--- src/rtl/wsu_pkg.sv ---
`timescale 1ns / 1ps
// ----------------------------------------------------------------------------
// wsu_pkg
// Shared types and constants for the WebSocket frame unmasker: parser phase
// encoding, result kind codes and header field constants.
// ----------------------------------------------------------------------------
package wsu_pkg;

    // Parser phase
    typedef enum logic [2:0] {
        PH_HDR0    = 3'd0,
        PH_HDR1    = 3'd1,
        PH_KEY     = 3'd2,
        PH_PAYLOAD = 3'd3,
        PH_HALT    = 3'd4
    } phase_t;

    // Result kind codes
    localparam logic [1:0] KIND_DATA  = 2'd0;
    localparam logic [1:0] KIND_CLOSE = 2'd1;
    localparam logic [1:0] KIND_ERROR = 2'd2;

    // Header fields
    localparam logic [3:0] OPCODE_CLOSE = 4'd8;
    localparam logic [6:0] LEN_EXT16    = 7'd126;
    localparam logic [6:0] LEN_EXT64    = 7'd127;
    localparam int         KEY_BYTES    = 4;

    typedef logic [7:0] byte_t;

endpackage : wsu_pkg

--- src/rtl/websocket_frame_unmasker_core.sv ---
`timescale 1ns / 1ps
// ----------------------------------------------------------------------------
// websocket_frame_unmasker_core
// Receive-side parser for masked client-to-server WebSocket frames.
// ----------------------------------------------------------------------------
// Usage:
//   Input channel (s_valid/s_ready/s_rx_byte) carries raw link bytes, one per
//   beat. Output channel (m_valid/m_ready/m_*) carries results: an unmasked
//   payload byte (with m_frame_last on the final byte of its frame), a close
//   notice after the fourth key byte of a close frame, or a protocol error
//   (extended length code or clear mask bit). Header and key bytes and
//   zero-length frames produce no beat.
//   Results are registered: a result appears on m_* in the cycle after the
//   input beat that caused it. Throughput: one byte per cycle, set by the
//   single output register; s_ready stays high while that register is empty
//   or is being drained in the same cycle.
//   Receiver stall: while m_valid is high and m_ready low, s_ready drops and
//   the parser state holds.
//   Reset (aresetn low, synchronous): parser waits for the first header byte
//   and the output register is empty. After a close or error result the block
//   keeps accepting and discarding bytes until the next reset.
// ----------------------------------------------------------------------------
module websocket_frame_unmasker_core (
    input  logic       aclk,
    input  logic       aresetn,

    input  logic       s_valid,
    output logic       s_ready,
    input  logic [7:0] s_rx_byte,

    output logic       m_valid,
    input  logic       m_ready,
    output logic [1:0] m_out_kind,
    output logic [7:0] m_data_byte,
    output logic       m_frame_last
);

    // Parser state
    wsu_pkg::phase_t phase_reg, phase_next;
    logic [3:0]      opcode_reg, opcode_next;
    wsu_pkg::byte_t  key_reg [wsu_pkg::KEY_BYTES];
    logic [1:0]      key_cnt_reg, key_cnt_next;
    logic [6:0]      remain_reg, remain_next;
    logic [1:0]      mask_pos_reg, mask_pos_next;

    // Output register
    logic       m_valid_reg, m_valid_next;
    logic [1:0] kind_reg;
    logic [7:0] data_reg;
    logic       last_reg;

    // Result for the current beat
    logic       res_valid;
    logic [1:0] res_kind;
    logic [7:0] res_data;
    logic       res_last;

    logic       s_accept;
    logic [6:0] hdr_len;
    logic       hdr_bad;
    logic       pay_last;

    assign s_ready  = !m_valid_reg || m_ready;
    assign s_accept = s_valid && s_ready;

    assign hdr_len  = s_rx_byte[6:0];
    assign hdr_bad  = (hdr_len == wsu_pkg::LEN_EXT16) || (hdr_len == wsu_pkg::LEN_EXT64)
                      || !s_rx_byte[7];
    assign pay_last = (remain_reg <= 7'd1);

    // Next-state logic
    always_comb begin
        phase_next    = phase_reg;
        opcode_next   = opcode_reg;
        key_cnt_next  = key_cnt_reg;
        remain_next   = remain_reg;
        mask_pos_next = mask_pos_reg;
        if (s_accept) begin
            unique case (phase_reg)
                wsu_pkg::PH_HDR0: begin
                    opcode_next = s_rx_byte[3:0];
                    phase_next  = wsu_pkg::PH_HDR1;
                end
                wsu_pkg::PH_HDR1: begin
                    if (hdr_bad) begin
                        phase_next = wsu_pkg::PH_HALT;
                    end else begin
                        remain_next  = hdr_len;
                        key_cnt_next = 2'd0;
                        phase_next   = wsu_pkg::PH_KEY;
                    end
                end
                wsu_pkg::PH_KEY: begin
                    key_cnt_next = key_cnt_reg + 2'd1;
                    if (key_cnt_reg == 2'd3) begin
                        mask_pos_next = 2'd0;
                        if (opcode_reg == wsu_pkg::OPCODE_CLOSE) begin
                            phase_next = wsu_pkg::PH_HALT;
                        end else if (remain_reg == 7'd0) begin
                            phase_next = wsu_pkg::PH_HDR0;
                        end else begin
                            phase_next = wsu_pkg::PH_PAYLOAD;
                        end
                    end
                end
                wsu_pkg::PH_PAYLOAD: begin
                    mask_pos_next = mask_pos_reg + 2'd1;
                    remain_next   = remain_reg - 7'd1;
                    if (pay_last) begin
                        phase_next = wsu_pkg::PH_HDR0;
                    end
                end
                default: begin
                    phase_next = wsu_pkg::PH_HALT;
                end
            endcase
        end
    end

    // Result logic
    always_comb begin
        res_valid = 1'b0;
        res_kind  = wsu_pkg::KIND_DATA;
        res_data  = 8'd0;
        res_last  = 1'b0;
        unique case (phase_reg)
            wsu_pkg::PH_HDR1: begin
                if (hdr_bad) begin
                    res_valid = 1'b1;
                    res_kind  = wsu_pkg::KIND_ERROR;
                end
            end
            wsu_pkg::PH_KEY: begin
                if ((key_cnt_reg == 2'd3) && (opcode_reg == wsu_pkg::OPCODE_CLOSE)) begin
                    res_valid = 1'b1;
                    res_kind  = wsu_pkg::KIND_CLOSE;
                end
            end
            wsu_pkg::PH_PAYLOAD: begin
                res_valid = 1'b1;
                res_data  = s_rx_byte ^ key_reg[mask_pos_reg];
                res_last  = pay_last;
            end
            default: begin
                res_valid = 1'b0;
            end
        endcase
    end

    // Output register valid: load on accept, clear when drained
    always_comb begin
        if (s_accept) begin
            m_valid_next = res_valid;
        end else if (m_ready) begin
            m_valid_next = 1'b0;
        end else begin
            m_valid_next = m_valid_reg;
        end
    end

    // Control registers
    always_ff @(posedge aclk) begin
        if (!aresetn) begin
            phase_reg    <= wsu_pkg::PH_HDR0;
            opcode_reg   <= 4'd0;
            key_cnt_reg  <= 2'd0;
            remain_reg   <= 7'd0;
            mask_pos_reg <= 2'd0;
            m_valid_reg  <= 1'b0;
        end else begin
            phase_reg    <= phase_next;
            opcode_reg   <= opcode_next;
            key_cnt_reg  <= key_cnt_next;
            remain_reg   <= remain_next;
            mask_pos_reg <= mask_pos_next;
            m_valid_reg  <= m_valid_next;
        end
    end

    // Key capture and result payload
    always_ff @(posedge aclk) begin
        if (s_accept && (phase_reg == wsu_pkg::PH_KEY)) begin
            key_reg[key_cnt_reg] <= s_rx_byte;
        end
        if (s_accept) begin
            kind_reg <= res_kind;
            data_reg <= res_data;
            last_reg <= res_last;
        end
    end

    assign m_valid      = m_valid_reg;
    assign m_out_kind   = kind_reg;
    assign m_data_byte  = data_reg;
    assign m_frame_last = last_reg;

    // Assertions
    a_halt_after_notice: assert property (@(posedge aclk) disable iff (!aresetn)
        (s_accept && res_valid && (res_kind != wsu_pkg::KIND_DATA))
        |=> (phase_reg == wsu_pkg::PH_HALT))
        else $error("close/error result not followed by halt");

    a_halt_sticky: assert property (@(posedge aclk) disable iff (!aresetn)
        (phase_reg == wsu_pkg::PH_HALT) |=> (phase_reg == wsu_pkg::PH_HALT))
        else $error("parser left halt without reset");

    a_halt_silent: assert property (@(posedge aclk) disable iff (!aresetn)
        (phase_reg == wsu_pkg::PH_HALT) |-> !res_valid)
        else $error("result produced while halted");

    a_payload_nonzero: assert property (@(posedge aclk) disable iff (!aresetn)
        (phase_reg == wsu_pkg::PH_PAYLOAD) |-> (remain_reg != 7'd0))
        else $error("payload phase with no bytes remaining");

    a_last_ends_frame: assert property (@(posedge aclk) disable iff (!aresetn)
        (s_accept && res_valid && res_last) |=> (phase_reg == wsu_pkg::PH_HDR0))
        else $error("last payload byte did not return to header");

    a_notice_clean: assert property (@(posedge aclk) disable iff (!aresetn)
        (m_valid && (m_out_kind != wsu_pkg::KIND_DATA))
        |-> ((m_data_byte == 8'd0) && !m_frame_last))
        else $error("close/error result carries data");

endmodule : websocket_frame_unmasker_core
--- config.mk ---
export PLATFORM = sky130hd
export DESIGN_NAME = websocket_frame_unmasker_core
export DESIGN_NICKNAME = d
export VERILOG_FILES = /design/src/rtl/wsu_pkg.sv /design/src/rtl/websocket_frame_unmasker_core.sv
export SDC_FILE = /design/constraint.sdc
export NUM_CORES = 1
export LEC_CHECK = 0
export ABC_AREA = 1
export BUFFER_PORTS_ARGS = -buffer_cell sky130_fd_sc_hd__buf_2
export CAP_MARGIN = 20
export CORE_UTILIZATION = 59
export CTS_CLUSTER_DIAMETER = 60
export CTS_CLUSTER_SIZE = 30
export DETAILED_ROUTE_END_ITERATION = 8
export MAX_ROUTING_LAYER = met4
export PLACE_DENSITY = 0.79
export RECOVER_POWER = 25
export SLEW_MARGIN = 20
export SYNTH_ARGS = -nofsm -noshare
export SYNTH_HDL_FRONTEND = slang
export SYNTH_SLANG_ARGS = --single-unit
--- constraint.sdc ---
create_clock -name aclk -period 1.9 [get_ports aclk]
set_input_delay 0.095 -clock aclk [delete_from_list [all_inputs] [get_ports aclk]]
set_output_delay 0.095 -clock aclk [all_outputs]
set_load 0.02 [all_outputs]
Word level (Yosys, flattened, before mapping)
Memories as Yosys holds them, arrays and structs flattened. A register that Yosys moved wholly into a read port is not among the register bits.
Index checks and enable logic that the tools add are counted.
{ "word_totals": {"regBits": 30, "mem_bits_rw": 32, "inputBits": 12, "output_inout_bits": 13, "elab_cells": 68, "n_memories": 1} }
{ "classes": {"add_sub_neg": 3, "order_cmp": 1, "eq_ne": 10, "muxes": 24, "bitwise_logic": 1, "n_reduce_logical": 19} }
{ "mem_list": {"columns": ["memory", "words", "word_bits", "read_ports", "rd_ports_with_merged_regs", "wr", "line_no", "rtl"], "rows": [
  ["key_reg", 4, 8, 1, 1, 1, "websocket_frame_unmasker_core.sv:41", "wsu_pkg::byte_t key_reg [wsu_pkg::KEY_BYTES];"]
]} }
{ "op_table": {"columns": ["operator", "count"], "rows": [
  ["7-bit equality test, second input constant", 2],
  ["7-bit one-hot mux with 2 select lines", 1],
  ["2-bit 2-to-1 mux", 6],
  ["3-bit 2-to-1 mux", 4],
  ["2-bit one-hot mux with 2 select lines", 3],
  ["3-bit one-hot mux with 4 select lines", 1],
  ["3-bit AND reduction", 4],
  ["2-bit nonzero test", 4],
  ["8-bit XOR", 1],
  ["7-bit by 1-bit <= comparator with 1-bit output, second input constant", 1],
  ["7-bit logical NOT", 1],
  ["1-bit 2-to-1 mux", 7],
  ["7-bit 2-to-1 mux", 1],
  ["7-bit by 1-bit subtractor with 7-bit output, second input constant", 1],
  ["3-bit by 2-bit equality test with 1-bit output, second input constant", 2],
  ["2-bit inequality test, second input constant", 3],
  ["2-bit by 1-bit adder with 2-bit output, second input constant", 2],
  ["4-bit equality test, second input constant", 1],
  ["3-bit by 1-bit equality test with 1-bit output, second input constant", 1],
  ["1-bit logical AND", 3],
  ["3-bit logical NOT", 1],
  ["1-bit logical OR", 3],
  ["1-bit one-hot mux with 3 select lines", 1],
  ["2-bit equality test, second input constant", 1],
  ["other kinds (2)", 3]
]} }

Longest topological paths before layout
Gate-level depths: netlist of the first run.
{ "logic_depth": {"word_depth": 6, "depth_mapped": 10, "depth_no_buf": 10} }

Worst setup path before layout of the first run
Ideal clock, no wire load.
{ "synth_path": {"path_type": "register to register", "from": "register m_valid_reg, in the netlist m_valid", "to": "memory key_reg[0][0] (netlist name) (enable)", "setup_time_ps": 371, "arrival_time_ps": 1346, "required_ps": 1529, "setup_slack_ps": 184, "path_stages_with_launch": 6, "path_buffers": 0, "period_less_slack_ps": 1716, "cell_sequence": "dfxtp_1 nand2_2 nand2_2 inv_2 nand2_1 nor2_1"} }
{ "synth_between": {"elab_chain_cells": 6} }
{ "synth_lines": {"columns": ["element", "line_no", "rtl"], "rows": [
  ["start: declaration", "websocket_frame_unmasker_core.sv:47", "logic m_valid_reg, m_valid_next;"],
  ["start signal: assignment", "websocket_frame_unmasker_core.sv:176", "m_valid_reg <= m_valid_next;"],
  ["1-bit logical NOT", "websocket_frame_unmasker_core.sv:63", "assign s_ready = !m_valid_reg || m_ready;"],
  ["1-bit logical OR", "websocket_frame_unmasker_core.sv:63", null],
  ["named net s_ready", "websocket_frame_unmasker_core.sv:28", "output logic s_ready,"],
  ["1-bit logical AND", "websocket_frame_unmasker_core.sv:64", "assign s_accept = s_valid && s_ready;"],
  ["named net s_accept", "websocket_frame_unmasker_core.sv:58", "logic s_accept;"],
  ["1-bit logical AND", "websocket_frame_unmasker_core.sv:182", "if (s_accept && (phase_reg == wsu_pkg::PH_KEY)) begin"],
  ["1-bit 2-to-1 mux", "websocket_frame_unmasker_core.sv:182", null],
  ["1-bit 2-to-1 mux (not written as such)", "websocket_frame_unmasker_core.sv:183", "key_reg[key_cnt_reg] <= s_rx_byte;"],
  ["end: declaration", "websocket_frame_unmasker_core.sv:41", null]
]} }
The timed path passes the listed nets, and every way through them passes these cells.

Final worst setup path of the first run
{ "layout_path": {"from": "register m_valid_reg, in the netlist m_valid", "to": "register opcode_reg[1]"} }
{ "layout_between": {"elab_chain_cells": 4} }
{ "layout_lines": {"columns": ["element", "line_no", "rtl"], "rows": [
  ["1-bit logical NOT", "websocket_frame_unmasker_core.sv:63", null],
  ["1-bit logical OR", "websocket_frame_unmasker_core.sv:63", null],
  ["1-bit logical AND", "websocket_frame_unmasker_core.sv:64", null],
  ["named net s_accept", "websocket_frame_unmasker_core.sv:58", null],
  ["2-bit AND reduction (no source line)", null, null],
  ["end signal: assignment", "websocket_frame_unmasker_core.sv:172", "opcode_reg <= opcode_next;"],
  ["end: declaration", "websocket_frame_unmasker_core.sv:40", "logic [3:0] opcode_reg, opcode_next;"]
]} }
The timed path passes the listed nets, and every way through them passes these cells.
A chain may end at the register's enable or synchronous reset.

==> reports/metrics.yaml, run 1 <==
setup_path:
  cpLargestDelayFamily: "buffers and inverters"
  required_ns: 2.16
  crit_arrival_ns: 1.73
  startpoint_type: "flip-flop"
  cp_common_cell: "nand2_2"
  r2r_cells: 8
  cp_max_fo: 10
  worstSetupPathType: "reg2reg"
  critical_path_buf_inv_count: 3
  rr_endpoint: "opcode_reg[1]$_SDFFE_PN0P_"
  r2r-start: "m_valid$_SDFFE_PN0P_"
  endpoint_kind: "flip-flop"
  crit_path_cell_trace: "nand2_2 > nand2_2 > inv_2 > buf_4 > nand2_1 > inv_1 > o21ai_0 > a21oi_1"
  cpPeakStageDelay_ns: 0.32
  cpMaxStageDelayCell: "dfxtp_1"
  rrSetupSlack_ns: 0.43
die:
  die_w_um: 72.6
  die-area_um2: 5260
  io_pins: 25
  start_util_pct: 61.8
  die_height_um: 72.6
  core_area_um2: 4750
  rows: 25
layout:
  drive_above_1_share_pct: 14.4
  antenna_cells: 0
  n_fill_cell: 388
  area_growth_syn_to_layout_pct: 12.7
  nets: 374
  design_area_um2: 3310
  final_cells: 427
  largest_reg_flops: 32
power:
  pwr-share-clk_pct: 35.3
  sequentialPowerShare_pct: 52.6
  ir_drop_mv: 0.491
  internal_power_mw: 2.24
  swShare_pct: 25.4
  power.switching_uw: 763
  leakage_nw: 1.40
  power_density_nw_per_um2: 909
  power.share.combinational_pct: 12.1
grt:
  grt_pass1_wl_um: 9690
  antenna_found_initial: 0
  grt.total_usage_pct: 26.1
  grt-ovfl-total: 0
  grt_pass1_vias: 2141
  grt_max_degree: 22
timing:
  slew_headroom_pct: 68.9
  skew_ns: 0.00452
  rsz0062_at_grt: "false"
  min_period_ns: 1.47
  tightest_slew_ns: 0.467
  final-hold-violation-count: 0
  maxSlewViolCount: 0
  setup_tns_ns: 0
  period_share_pct: 77.4
  setup_viol_count_final: 0
  fmax_mhz: 680
  fin_hold_ws_ns: 0.0600
logic_synthesis:
  ys_types: 27
  postSynthCellCount: 321
  ys_warn_count: 0
  synth_seq_cells: 64
  avgSynthCellArea_um2: 9.15
  yosysSeqAreaShare_pct: 58.3
  syn_area_um2: 2940
  syn-num-nets: 339
placement:
  port_buffers: 24
  placedCellCount: 412
  hpwlAfterDp_um: 4240
  gp_congestion: 0.859
  place_area_um2: 3140
clock_tree:
  hold_buffers: 0
  post_cts_buffers: 0
  cts_buffers: 9
  cts_tree: "done"
  clk_pin_slew_ns: 0.06
  htreeDepth: 3
  cts_root_buf: "clkbuf_8"
  numClockSinks: 64
  cts_resized: 0
  clk_latency_ns: 0.33
  clockBufferDepth: 2
routing:
  drtIter0Drc: 160
  drc: 0
  viasPerCell: 5.34
  wl_um: 6010
  avgRoutedWirePerCell_um: 14.1
  dr.pass1.iters: 4
  vias: 2279
  ant_nets: 0
worst_hold_path:
  hold_path_end: "m_valid$_SDFFE_PN0P_"
  whs_path_depth: 4
  worstHoldPathType: "in2reg"
  min_from: "m_ready"
job:
  cap_violations: 0
status:
  status: "finished, final reports clean"
==> power by group through the flow <==
stage / combinational, mW / clock [mW] / sequential (mW)
2_1_floorplan: 0.242 / 0 / 1.62
3_3_place_gp: 0.346 / 0 / 1.61
3_5_place_dp: 0.362 / 0 / 1.61
4_1_cts: 0.364 / 1.07 / 1.58
5_1_grt: 0.408 / 1.13 / 1.59
6_report: 0.364 / 1.06 / 1.58
==> per-stage QoR <==
stage                     util [%]  setup WS (ns)  power, mW
after global placement        66.1          0.530       1.96
after detailed placement      66.1          0.452       1.97
after floorplan                  -          0.184       1.86
final                         69.6          0.430       3.01
after CTS                     69.8          0.429       3.02
after global routing          69.6          0.303       3.12
==> Yosys cell counts <==
| cell type | count | area (µm²) |
|---|---|---|
| nand2_1 | 72 | 270 |
| edfxtp_1 | 43 | 1290 |
| inv_1 | 36 | 135 |
| nor2_1 | 34 | 128 |
| nand3_1 | 26 | 130 |
| o21ai_0 | 26 | 130 |
| a21oi_1 | 25 | 125 |
| dfxtp_1 | 21 | 420 |
| ha_1 | 6 | 75.1 |
| inv_2 | 5 | 18.8 |
| buf_2 | 4 | 20.0 |
| nand2_2 | 4 | 25.0 |
| nand3_2 | 4 | 40.0 |
| o21ai_1 | 2 | 10.0 |
| a21oi_2 | 1 | 8.76 |
| and2_1 | 1 | 6.26 |
| buf_12 | 1 | 20.0 |
| buf_4 | 1 | 7.51 |
| clkbuf_1 | 1 | 3.75 |
| clkinv_4 | 1 | 8.76 |
| nand2_4 | 1 | 11.3 |
| nand3_4 | 1 | 17.5 |
| nand4_1 | 1 | 6.26 |
| nor3_1 | 1 | 5.00 |
| o21ai_2 | 1 | 8.76 |
| o21bai_1 | 1 | 7.51 |
| or2_1 | 1 | 6.26 |
==> cell usage in the layout (no fill, tap or decap) <==
master	count
buf_2	16
nand4_1	1
nor2_1	34
clkbuf_1	9
ha_1	6
nor3_1	1
nand3_4	1
nand2_2	4
clkbuf_8	9
edfxtp_1	43
clkinvlp_4	1
o21ai_1	2
o21ai_2	1
nand3_1	26
inv_1	36
o21ai_0	26
clkinv_4	1
or2_1	1
clkinv_1	3
nand2_4	1
buf_4	7
and2_1	1
nand3_2	4
o21bai_1	1
nand2_1	72
dfxtp_1	21
inv_2	5
a21oi_2	1
a21oi_1	25
bufinv_16	1
==> layout make-up <==
cell class,instances,area (µm²),share of cell area [%]
Sequential cell,64,1710,51.7
Clock buffer,10,128,3.86
Multi-Input combinational cell,208,1010,30.6
Inverter,42,163,4.92
Timing Repair Buffer,31,163,4.92
Tap cell,67,83.8,2.53
Clock inverter,5,48.8,1.48
==> metal layers <==
| metal | share of wire, % | track usage [%] | vias up |
|---|---|---|---|
| met5 | 0 | - | - |
| met4 | 1.9 | 12.2 | 0 |
| met3 | 5.8 | 6.81 | 12 |
| met2 | 49 | 40.3 | 71 |
| met1 | 43 | 32.2 | 1063 |
| li1 | - | - | 1133 |
==> worst reg2reg max path, cell delays in order (launching register included) <==
cell	delay (ns)
dfxtp_1	0.32
nand2_2	0.09
nand2_2	0.08
inv_2	0.16
buf_4	0.22
nand2_1	0.12
inv_1	0.16
o21ai_0	0.11
a21oi_1	0.14
==> worst max-delay path by stage <==
stage,from,end,cells after the start
finish,m_valid$_SDFFE_PN0P_,opcode_reg[1]$_SDFFE_PN0P_,8
global route,m_valid$_SDFFE_PN0P_,opcode_reg[0]$_SDFFE_PN0P_,8
CTS,m_valid$_SDFFE_PN0P_,opcode_reg[0]$_SDFFE_PN0P_,8
detailed placement,m_valid$_SDFFE_PN0P_,opcode_reg[0]$_SDFFE_PN0P_,8
global placement,phase_reg[0]$_SDFFE_PN0P_,key_reg[0][5]$_DFFE_PP_,6
floorplan,m_valid$_SDFFE_PN0P_,key_reg[0][0]$_DFFE_PP_,5
==> logic make-up after synthesis <==
group | after synthesis | synth area share, %
and+or+nand+nor | 146 | 22.0
DFF | 64 | 58.3
AOI/OAI and AO/OA | 56 | 9.89
buffers and inverters | 49 | 7.29
adders and majority gates | 6 | 2.56
Note: power is estimated with default switching activity, not from simulation.
==> run 2: changes to the inputs <==
- clock period: 1.9 -> 1.5 ns (I/O delays scaled with it)
==> run 2 against run 1 <==
  * Cell area increased by 3.4%
  * Critical path depth fell by 2
  * Critical path type unchanged
  * Highest routed layer unchanged
  * Count of clock-buffer cells in the layout rose by 1
  * Largest power group unchanged
  * Worst hold slack worse by 0.027 ns
  * Largest cell class unchanged
  * Power is 25% higher
==> reports/metrics.yaml, run 2 (same netlist as run 1, synthesis figures left out) <==
power:
  swShare_pct: 27.9  # +2.5 points
  pwr-share-clk_pct: 33.0  # -2.3 points
  power.switching_mw: 1.05  # +37%
  ir_drop_mv: 0.736  # +50%
  leakage_nw: 1.44  # +3.1%
  finalPower_mw: 3.76  # +25%
  internal_power_mw: 2.71  # +21%
  power.share.combinational_pct: 13.7  # +1.6 points
  sequentialPowerShare_pct: 53.3  # +0.7 points
  power_density_nw_per_um2: 1100  # +21%
layout:
  nets: 380  # +1.6%
  antenna_cells: 0  # unchanged
  final_util_pct: 71.9  # +2.3 points
  final_cell_mix: "70 x nand2_1, 43 x edfxtp_1, 34 x inv_1"
  largest_reg_flops: 32  # unchanged
  drive_above_1_share_pct: 19.1  # +4.6 points
  n_fill_cell: 365  # -5.9%
  area_growth_syn_to_layout_pct: 16.4
  mostFrequentLayoutCell: "nand2_1"
routing:
  ant_nets: 0  # unchanged
  drtIter0Drc: 174  # +8.8%
  wl_um: 6390  # +6.4%
  drc: 0  # unchanged
  dr.pass1.iters: 4  # unchanged
  avgRoutedWirePerCell_um: 14.7  # +4.6%
  vias: 2314  # +1.5%
  viasPerCell: 5.33  # -0.10%
placement:
  hpwlAfterDp_um: 4430  # +4.5%
  gp_congestion: 0.917  # +6.8%
  post-place-ws_ns: 0.0288  # -0.423 ns
  port_buffers: 24  # unchanged
setup_path:
  cp_common_cell: "nand2_1"
  cpPeakStageDelay_ns: 0.38  # +0.06 ns
  endpoint_kind: "flip-flop"
  crit_path_cell_trace: "buf_4 > nand2_1 > nand3_1 > nand2_1 > o21ai_0 > a21oi_1"
  required_ns: 1.59  # -0.57 ns
  worstSetupPathType: "reg2reg"
  cpMaxStageDelayCell: "dfxtp_1"
  cp_max_fo: 16  # +6
  startpoint_type: "flip-flop"
  crit_arrival_ns: 1.51  # -0.22 ns
clock_tree:
  clk_latency_ns: 0.34  # about the same
  cts_buffers: 9  # unchanged
  htreeDepth: 3  # unchanged
  clockBufferDepth: 2  # unchanged
  cts_root_buf: "clkbuf_8"
  numClockSinks: 64  # unchanged
  cts_tree: "done"
  clk_pin_slew_ns: 0.07  # about the same
grt:
  grt-ovfl-total: 0  # unchanged
  grt_max_degree: 19  # -14%
  grt_pass1_vias: 2184  # +2.0%
  grt_pass1_wl_um: 10100  # +3.9%
  grt_use_met1_pct: 33.1  # +0.92 points
  grt_util_met3_pct: 6.94  # +0.14 points
  antenna_found_initial: 0  # unchanged
  grt.total_usage_pct: 27.6  # +1.5 points
  use_met2_pct: 43.3  # +3.0 points
  busiest_layer: "met2"
status:
  status: "finished, final reports clean"
die:
  rows: 25  # unchanged
  start_util_pct: 61.8  # unchanged
  core_area_um2: 4750  # unchanged
  die-area_um2: 5260  # unchanged
  die_w_um: 72.6  # unchanged
  die_height_um: 72.6  # unchanged
  io_pins: 25  # unchanged
timing:
  period_share_pct: 95.2  # +18 points
  fin_hold_ws_ns: 0.0329  # -0.0271 ns
  tightest_slew_ns: 0.370  # -0.0965 ns
  fmax_mhz: 701  # +3.0%
  fin_ws_ns: 0.0725  # -0.358 ns
  final-hold-violation-count: 0  # unchanged
  setup_tns_ns: 0  # unchanged
  min_period_ns: 1.43  # -0.0424 ns
  setup_viol_count_final: 0  # unchanged
  skew_ns: 0.0110  # +0.00649 ns
  slew_headroom_pct: 75.3  # +6.5 points
  maxSlewViolCount: 0  # unchanged
worst_hold_path:
  worstHoldPathType: "in2reg"
job:
  cap_violations: 0  # unchanged
run 2: cell types whose count changed in the layout (fill, tap and decap cells not counted), moves of 3 or more:
cell      change
buf_2         +4
clkinv_2      +3
nor2_1        -4
nor2_4        +4
run 2: stage by stage:
| step | cells | instance area (µm²) |
|---|---|---|
| detailed placement | 414 | 3200 |
| floorplan | 321 | 2960 |
| global placement | 414 | 3200 |
| global route | 434 | 3420 |
| CTS | 432 | 3370 |
| finish | 434 | 3420 |
run 2: area by class of cell:
cell class                      count  area [µm²]  area share, %
Clock buffer                       11         131           3.84
Clock inverter                      5        26.3          0.768
Inverter                           42         169           4.94
Multi-Input combinational cell    208        1060           31.1
Sequential cell                    64        1710           50.1
Tap cell                           67        83.8           2.45
Timing Repair Buffer               37         231           6.77
run 2: path summary, 6_finish.rpt:
check	start	endpoint	slack [ns]	cells after the start
max reg2reg	flip-flop	m_data_byte[2]$_SDFFCE_PN0P_	0.07	6
min	m_ready	m_valid$_SDFFE_PN0P_	0.03	4
max	flip-flop	m_data_byte[2]$_SDFFCE_PN0P_	0.07	6
min reg2reg	opcode_reg[3]$_SDFFE_PN0P_	opcode_reg[3]$_SDFFE_PN0P_	0.46	2
run 2: repair_timing:
item,in CTS,in global routing
hold buffers,2,0
setup endpoints to repair,0,40
gates resized for setup,0,12
hold endpoints to repair,7,0
setup buffers,0,2
run 2: worst max-delay path, delay by kind of cell (launching register included):
kind / cells / cell delay [ns]
buffers and inverters: 1 / 0.25
AO/OA/AOI/OAI: 2 / 0.28
flip-flops: 1 / 0.38
AND/OR/NAND/NOR: 3 / 0.26
run 2: per-layer routing:
metal	part of all wire (%)	wire length (µm)	vias to the layer above
li1	-	-	1141
met1	42	2690	1072
met2	50	3180	84
met3	5.8	373	17
met4	2.4	152	0
met5	0	0	-
run 2: power by group through the flow:
stage	clock (mW)	sequential [mW]	combinational, mW
5_1_grt	1.32	2.01	0.577
2_1_floorplan	0	2.05	0.319
3_3_place_gp	0	2.04	0.471
6_report	1.24	2.01	0.515
4_1_cts	1.24	2.00	0.489
3_5_place_dp	0	2.04	0.482
